### src/rtl/boosted_velocity_histogram_defines.svh
// assertion macros for the boosted velocity histogram
// used by the top level only, expects clk and rst_n in scope
`ifndef BOOSTED_VELOCITY_HISTOGRAM_DEFINES_SVH
`define BOOSTED_VELOCITY_HISTOGRAM_DEFINES_SVH

// same-cycle implication
`define BVH_ASSERT_NOW(lbl, ante, cons, msg) \
    lbl: assert property (@(posedge clk) disable iff (!rst_n) (ante) |-> (cons)) else $error(msg);

// next-cycle implication
`define BVH_ASSERT_NEXT(lbl, ante, cons, msg) \
    lbl: assert property (@(posedge clk) disable iff (!rst_n) (ante) |=> (cons)) else $error(msg);

`endif

### src/rtl/bvh_pkg.sv
// shared types, codes and helpers for the boosted velocity histogram
// no dependencies
package bvh_pkg;

    localparam int BIN_SPAN_DEF = 399;

    localparam logic [1:0] FUNC_CLR  = 2'd0;
    localparam logic [1:0] FUNC_ADD  = 2'd1;
    localparam logic [1:0] FUNC_READ = 2'd2;

    localparam logic [2:0] ST_COUNTED  = 3'd0;
    localparam logic [2:0] ST_FILTERED = 3'd1;
    localparam logic [2:0] ST_OOR      = 3'd2;
    localparam logic [2:0] ST_READ     = 3'd3;
    localparam logic [2:0] ST_CLEARED  = 3'd4;

    localparam logic [2:0] REG_BETA      = 3'd0;
    localparam logic [2:0] REG_INV_GAMMA = 3'd1;
    localparam logic [2:0] REG_SPECIES   = 3'd2;
    localparam logic [2:0] REG_CELL_LO   = 3'd3;
    localparam logic [2:0] REG_CELL_HI   = 3'd4;

    localparam logic [4:0] OP_NONE      = 5'd0;
    localparam logic [4:0] OP_ACCEPT    = 5'd1;
    localparam logic [4:0] OP_CLR       = 5'd2;
    localparam logic [4:0] OP_RDOUT     = 5'd3;
    localparam logic [4:0] OP_FILT      = 5'd4;
    localparam logic [4:0] OP_MUL_VX0   = 5'd5;
    localparam logic [4:0] OP_MUL_VY0   = 5'd6;
    localparam logic [4:0] OP_MUL_VZ0   = 5'd7;
    localparam logic [4:0] OP_MUL_D     = 5'd8;
    localparam logic [4:0] OP_MUL_NX    = 5'd9;
    localparam logic [4:0] OP_MUL_NZ    = 5'd10;
    localparam logic [4:0] OP_NUM_Z     = 5'd11;
    localparam logic [4:0] OP_DIV_INIT  = 5'd12;
    localparam logic [4:0] OP_DIV_STEP  = 5'd13;
    localparam logic [4:0] OP_DIV_FIN   = 5'd14;
    localparam logic [4:0] OP_SQ_X      = 5'd15;
    localparam logic [4:0] OP_SQ_Y      = 5'd16;
    localparam logic [4:0] OP_SQ_Z      = 5'd17;
    localparam logic [4:0] OP_SQ_ACC    = 5'd18;
    localparam logic [4:0] OP_SQRT_STEP = 5'd19;
    localparam logic [4:0] OP_BIN       = 5'd20;
    localparam logic [4:0] OP_RMW_RD    = 5'd21;
    localparam logic [4:0] OP_RMW_WR    = 5'd22;

    typedef struct packed {
        logic [4:0] op;
        logic       res_en;
    } bvh_cmd_t;

    typedef struct packed {
        logic keep;
        logic clr_last;
        logic it_last;
    } bvh_stat_t;

    function automatic logic signed [31:0] sat32(input logic signed [65:0] x);
        logic signed [31:0] r;
        if (x > 66'sd2147483647)
            r = 32'sh7fffffff;
        else if (x < -66'sd2147483648)
            r = 32'sh80000000;
        else
            r = x[31:0];
        return r;
    endfunction

endpackage

### src/rtl/bvh_ctrl.sv
// sequencing state machine for the boosted velocity histogram
// depends on bvh_pkg
module bvh_ctrl
(
    input  logic              clk,
    input  logic              rst_n,
    input  logic              start,
    input  logic [1:0]        func,
    input  bvh_pkg::bvh_stat_t stat,
    output bvh_pkg::bvh_cmd_t  cmd,
    output logic              busy,
    output logic              done
);

    localparam logic [4:0] S_INIT  = 5'd0;
    localparam logic [4:0] S_IDLE  = 5'd1;
    localparam logic [4:0] S_CLR   = 5'd2;
    localparam logic [4:0] S_RDOUT = 5'd3;
    localparam logic [4:0] S_FILT  = 5'd4;
    localparam logic [4:0] S_M1    = 5'd5;
    localparam logic [4:0] S_M2    = 5'd6;
    localparam logic [4:0] S_M3    = 5'd7;
    localparam logic [4:0] S_M4    = 5'd8;
    localparam logic [4:0] S_M5    = 5'd9;
    localparam logic [4:0] S_M6    = 5'd10;
    localparam logic [4:0] S_NZ    = 5'd11;
    localparam logic [4:0] S_DINIT = 5'd12;
    localparam logic [4:0] S_DIV   = 5'd13;
    localparam logic [4:0] S_DFIN  = 5'd14;
    localparam logic [4:0] S_SQX   = 5'd15;
    localparam logic [4:0] S_SQY   = 5'd16;
    localparam logic [4:0] S_SQZ   = 5'd17;
    localparam logic [4:0] S_SQA   = 5'd18;
    localparam logic [4:0] S_SQRT  = 5'd19;
    localparam logic [4:0] S_BIN   = 5'd20;
    localparam logic [4:0] S_RMWR  = 5'd21;
    localparam logic [4:0] S_RMWW  = 5'd22;

    logic [4:0] state_reg;
    logic [4:0] state_next;
    logic       done_reg;

    always_comb
    begin
        state_next = state_reg;
        cmd.op     = bvh_pkg::OP_NONE;
        cmd.res_en = 1'b0;
        unique case (state_reg)
            S_INIT:
            begin
                cmd.op = bvh_pkg::OP_CLR;
                if (stat.clr_last)
                    state_next = S_IDLE;
            end
            S_IDLE:
            begin
                if (start)
                begin
                    cmd.op = bvh_pkg::OP_ACCEPT;
                    if (func == bvh_pkg::FUNC_CLR)
                        state_next = S_CLR;
                    else if (func == bvh_pkg::FUNC_READ)
                        state_next = S_RDOUT;
                    else if (stat.keep)
                        state_next = S_M1;
                    else
                        state_next = S_FILT;
                end
            end
            S_CLR:
            begin
                cmd.op = bvh_pkg::OP_CLR;
                if (stat.clr_last)
                begin
                    cmd.res_en = 1'b1;
                    state_next = S_IDLE;
                end
            end
            S_RDOUT:
            begin
                cmd.op     = bvh_pkg::OP_RDOUT;
                cmd.res_en = 1'b1;
                state_next = S_IDLE;
            end
            S_FILT:
            begin
                cmd.op     = bvh_pkg::OP_FILT;
                cmd.res_en = 1'b1;
                state_next = S_IDLE;
            end
            S_M1:
            begin
                cmd.op     = bvh_pkg::OP_MUL_VX0;
                state_next = S_M2;
            end
            S_M2:
            begin
                cmd.op     = bvh_pkg::OP_MUL_VY0;
                state_next = S_M3;
            end
            S_M3:
            begin
                cmd.op     = bvh_pkg::OP_MUL_VZ0;
                state_next = S_M4;
            end
            S_M4:
            begin
                cmd.op     = bvh_pkg::OP_MUL_D;
                state_next = S_M5;
            end
            S_M5:
            begin
                cmd.op     = bvh_pkg::OP_MUL_NX;
                state_next = S_M6;
            end
            S_M6:
            begin
                cmd.op     = bvh_pkg::OP_MUL_NZ;
                state_next = S_NZ;
            end
            S_NZ:
            begin
                cmd.op     = bvh_pkg::OP_NUM_Z;
                state_next = S_DINIT;
            end
            S_DINIT:
            begin
                cmd.op     = bvh_pkg::OP_DIV_INIT;
                state_next = S_DIV;
            end
            S_DIV:
            begin
                cmd.op = bvh_pkg::OP_DIV_STEP;
                if (stat.it_last)
                    state_next = S_DFIN;
            end
            S_DFIN:
            begin
                cmd.op     = bvh_pkg::OP_DIV_FIN;
                state_next = S_SQX;
            end
            S_SQX:
            begin
                cmd.op     = bvh_pkg::OP_SQ_X;
                state_next = S_SQY;
            end
            S_SQY:
            begin
                cmd.op     = bvh_pkg::OP_SQ_Y;
                state_next = S_SQZ;
            end
            S_SQZ:
            begin
                cmd.op     = bvh_pkg::OP_SQ_Z;
                state_next = S_SQA;
            end
            S_SQA:
            begin
                cmd.op     = bvh_pkg::OP_SQ_ACC;
                state_next = S_SQRT;
            end
            S_SQRT:
            begin
                cmd.op = bvh_pkg::OP_SQRT_STEP;
                if (stat.it_last)
                    state_next = S_BIN;
            end
            S_BIN:
            begin
                cmd.op     = bvh_pkg::OP_BIN;
                state_next = S_RMWR;
            end
            S_RMWR:
            begin
                cmd.op     = bvh_pkg::OP_RMW_RD;
                state_next = S_RMWW;
            end
            S_RMWW:
            begin
                cmd.op     = bvh_pkg::OP_RMW_WR;
                cmd.res_en = 1'b1;
                state_next = S_IDLE;
            end
            default:
            begin
                state_next = S_INIT;
            end
        endcase
    end

    always_ff @(posedge clk or negedge rst_n)
    begin
        if (!rst_n)
        begin
            state_reg <= S_INIT;
            done_reg  <= 1'b0;
        end
        else
        begin
            state_reg <= state_next;
            done_reg  <= cmd.res_en;
        end
    end

    assign busy = (state_reg != S_IDLE);
    assign done = done_reg;

endmodule

### config.mk
export PLATFORM = sky130hd
export DESIGN_NAME = bvh_ctrl
export DESIGN_NICKNAME = d
export VERILOG_FILES = /design/src/rtl/boosted_velocity_histogram_defines.svh /design/src/rtl/bvh_pkg.sv /design/src/rtl/bvh_ctrl.sv
export SDC_FILE = /design/constraint.sdc
export NUM_CORES = 1
export LEC_CHECK = 0
export BUFFER_PORTS_ARGS = -buffer_cell sky130_fd_sc_hd__buf_2
export CAP_MARGIN = 20
export CORE_AREA = 2 2 39 41
export DETAILED_ROUTE_END_ITERATION = 8
export DIE_AREA = 0 0 41 43
export GPL_ROUTABILITY_DRIVEN = 0
export PLACE_DENSITY = 0.7
export SYNTH_ARGS = -nofsm -noshare
export SYNTH_HDL_FRONTEND = slang
export SYNTH_SLANG_ARGS = --single-unit
### constraint.sdc
create_clock -name clk -period 1.27 [get_ports clk]
set_input_delay 0 -clock clk [delete_from_list [all_inputs] [get_ports clk]]
set_output_delay 0 -clock clk [all_outputs]
set_load 0.05 [all_outputs]
==> Word-level counts from Yosys, hierarchy flattened <==
Index checks and enable logic that the tools add are counted.
{ "classes": {"n_eq_ne": 28, "n_reduce_logical": 5, "mux": 12} }
{ "op_table": {"columns": ["operator", "n"], "rows": [
  ["5-bit case mux with 22 select lines", 1],
  ["5-bit case mux with 20 select lines", 1],
  ["5-bit by 4-bit equality test with 1-bit output, second input constant", 8],
  ["5-bit equality test, second input constant", 7],
  ["5-bit by 3-bit equality test with 1-bit output, second input constant", 4],
  ["5-bit two-way mux", 4],
  ["5-bit by 2-bit equality test with 1-bit output, second input constant", 2],
  ["3-bit two-way mux", 2],
  ["2-bit != test, second input constant", 3],
  ["5-bit by 1-bit equality test with 1-bit output, second input constant", 1],
  ["5-bit logical NOT", 1],
  ["5-bit by 1-bit != test with 1-bit output, second input constant", 1],
  ["4-bit AND reduction", 1],
  ["1-bit two-way mux", 3],
  ["3-bit OR reduction", 1],
  ["2-bit equality test, second input constant", 1],
  ["2-bit logical NOT", 1],
  ["2-bit by 1-bit != test with 1-bit output, second input constant", 1],
  ["1-bit case mux with 2 select lines", 1],
  ["2-bit OR reduction", 1]
]} }
{ "word_totals": {"in_bits": 8, "out_inout_bits": 8, "register_bits": 6, "wordCells": 47} }

==> Logic depth before layout (Yosys ltp) <==
{ "logic_depth": {"word_depth": 5, "depth_mapped": 5, "ltp_nobuf": 4} }

==> Worst setup path before layout <==
No wires, ideal clock.
{ "synth_path": {"path_kind": "reg2out", "from": "register state_reg[3]", "to": "output port cmd[1] (netlist name)", "setup_slack_ps": -854, "stages_incl_launch_ff": 5, "t_arrival_ps": 2124, "t_required_ps": 1270, "path_buffers": 2, "cell_sequence": "dfrtp_1 clkbuf_1 buf_2 a21o_2 a221oi_1"} }
{ "synth_rtl": {"columns": ["element", "line_no", "rtl"], "rows": [
  ["start, declared", "bvh_ctrl.sv:39", "logic [4:0] state_reg;"],
  ["start signal, assigned", "bvh_ctrl.sv:200", "state_reg <= state_next;"],
  ["end, declared", "bvh_ctrl.sv:10", "output bvh_pkg::bvh_cmd_t cmd,"]
]} }

==> results.py <==
metrics = {
    "logic_synthesis": {
        "synth_compound_area_frac": 0.258,
        "yosysUniqueCellTypes": 37,
        "synth_warnings": 0,
        "synthMuxAreaShare": 0.0375,
        "synth_top_family_by_area": "simple AND/OR/NAND/NOR gates",
        "syn_inst": 73,
        "netlist_area_um2": 567,
        "ys_ff_latch": 6,
        "synth_fa_ha_area_frac": 0,
        "synth_seq_area_share": 0.265,
        "yosys.area_share.xor_xnor": 0.0309,
        "yosys.area_share.simple": 0.325,
        "syn-num-nets": 81,
        "syn_avg_cell_area_um2": 7.76,
    },
    "grt": {
        "grt_pass1_vias": 688,
        "antenna_found_initial": 0,
        "overflow": 0,
        "grt_pass1_wl_um": 2970,
        "gr-max-usage-layer": "met2",
        "grt_usage": 0.259,
        "grt_max_degree": 12,
        "use_met2": 0.406,
        "use_met3": 0.0785,
        "use_met1": 0.295,
    },
    "drt": {
        "drc": 0,
        "ant_nets": 0,
        "wirelength_um": 2040,
        "dr.first_iter.drc_count": 20,
        "vias": 744,
        "first_pass_iters": 4,
        "routed_via_density": 5.90,
        "routedWlPerCell_um": 16.2,
    },
    "final_layout": {
        "num_antenna_cells": 0,
        "drive_gt1_frac": 0.655,
        "fillerInstances": 100,
        "nNetsFinal": 120,
        "largest_register_ffs": 5,
        "multi_input_area_um2": 494,
        "seqCellArea_um2": 154,
        "synthToLayoutAreaGrowth_pct": 88.3,
        "final_cell_area_mm2": 0.00107,
    },
    "outcome": {
        "violations": "setup timing",
        "status": "finished with violations",
    },
    "timing": {
        "finalMaxSlewViolations": 0,
        "slew_headroom": 0.795,
        "max_freq_mhz": 646,
        "fin_skew_ns": 0.00429,
        "setup_ws_ns": -0.277,
        "period_share": 1.22,
        "hold_violations": 0,
        "rsz0062_at_grt": "true",
        "worst_pin_slew_ns": 0.306,
        "finalCriticalPeriod_ns": 1.55,
        "finalSetupViolations": 11,
    },
    "cts": {
        "clock_path_buffers": 2,
        "cts-buffers-inserted": 3,
        "clock_sinks": 6,
        "clk_pin_slew_ns": 0.05,
        "ctsHtreeMaxLevel": 1,
        "clkLatencyLatePin_ns": 0.26,
        "cts_root_buf": "clkbuf_4",
        "tritoncts": "done",
    },
    "critical_path": {
        "critPathKind": "flop to primary output",
        "crit_path_start_kind": "flop",
        "crit_path_max_fanout": 4,
        "worstPathArrival_ns": 1.55,
        "cp-startpoint": "state_reg[4]$_DFFE_PN0P_",
        "worst_r2r_startpoint": "state_reg[1]$_DFFE_PN0P_",
        "worstPathRequired_ns": 1.27,
        "worstSetupEndpointType": "primary output",
    },
    "place": {
        "dpl-instance-area_um2": 807,
        "io_buffers": 15,
        "dp_hpwl_um": 1230,
    },
    "die": {
        "io_pins": 16,
        "coreArea_mm2": 0.00138,
        "dieArea_mm2": 0.00176,
        "dieHeight_um": 43,
        "die_x_um": 41,
        "start_util": 0.410,
        "rows": 14,
    },
    "min_path": {
        "hp-class": "input pin to async pin",
    },
    "job": {
        "cap_violations": 0,
    },
}
[layout by cell type, fill, tap and decap left out, types with 2 or more instances in the layout]
master	instances
a21oi_1	2
buf_2	8
buf_4	13
buf_6	16
clkbuf_4	3
dfrtp_1	3
dfrtp_2	3
inv_1	2
nand2_1	4
nand4b_1	2
nor2_1	5
nor3_4	2
o211ai_1	2
o21ai_0	5
o21ai_1	2
o21ai_2	3
or2_4	2
[synth_stat cells, drive strengths merged]
master / n / area (um2)
o211ai: 2 / 15.0
nor3b: 1 / 7.51
and3: 1 / 7.51
buf: 4 / 26.3
mux2i: 1 / 10.0
nand4b: 2 / 17.5
nand3: 2 / 10.0
a21oi: 3 / 15.0
xor2: 1 / 8.76
a211o: 1 / 8.76
a211oi: 2 / 15.0
and2: 2 / 13.8
nor2b: 2 / 12.5
a31o: 1 / 8.76
or4: 1 / 7.51
o21ai: 10 / 50.1
nand4: 1 / 6.26
nor3: 2 / 15.0
clkbuf: 2 / 7.51
o21a: 1 / 7.51
nand3b: 1 / 7.51
nor2: 7 / 26.3
nand2b: 1 / 6.26
dfrtp: 6 / 150
xnor2: 1 / 8.76
nand2: 4 / 15.0
or2: 2 / 12.5
a221oi: 2 / 17.5
a21o: 1 / 8.76
and2b: 1 / 8.76
and3b: 1 / 10.0
inv: 3 / 13.8
mux2: 1 / 11.3
[layout make-up]
type,instances,share of cell area
clock buffers,3,0.0211
inverters,3,0.0129
multi-input cells,58,0.463
flip-flops and latches,6,0.144
well taps,16,0.0188
repair buffers,40,0.340
[metrics by stage]
stage / hold slack [ns] / worst slack [ns] / cells / utilization / setup TNS [ns]
after floorplan: -0.296 / -0.301 / 73 / - / -0.643
after global placement: -0.172 / -0.143 / 113 / 0.583 / -0.692
after detailed placement: -0.169 / -0.172 / 113 / 0.583 / -0.848
after CTS: 0.0966 / -0.270 / 122 / 0.693 / -1.69
after global routing: 0.129 / -0.324 / 126 / 0.771 / -2.36
final: 0.111 / -0.277 / 126 / 0.771 / -1.86
[cells by family after synthesis]
family | after synthesis
compound gates | 23
flops | 6
mux | 2
simple gates | 31
xor+xnor | 2
buf+inv | 9
[path summary, 6_finish.rpt]
kind,to,slack [ns],depth (start not counted)
max,cmd[0],-0.28,3
max in group asynchronous,state_reg[0]$_DFFE_PN0P_,1.00,2
min in group clk,state_reg[1]$_DFFE_PN0P_,0.11,4
min,state_reg[4]$_DFFE_PN0P_,0.11,2
max reg2reg,state_reg[0]$_DFFE_PN0P_,-0.17,5
min reg2reg,state_reg[3]$_DFFE_PN0P_,0.69,2
[critical path: stages, from the launching register on]
cell     delay, ns
dfrtp_1       0.40
or4_4         0.56
a21oi_4       0.15
buf_6         0.17
[metal layers]
layer,up-vias,routed length (um)
li1,340,-
met1,374,783
met2,26,1090
met3,4,114
met4,0,44
met5,-,0
[repair_timing]
item	in CTS	in global routing
setup buffers	5	4
gates resized for setup	28	20
pin swaps	7	7
hold buffers	1	0
setup endpoints to repair	11	12
gates cloned	0	0
hold endpoints to repair	6	0
Power is left out: the tool's default activity adds up to more than one toggle a clock period on the data nets, which glitch-free logic cannot reach.
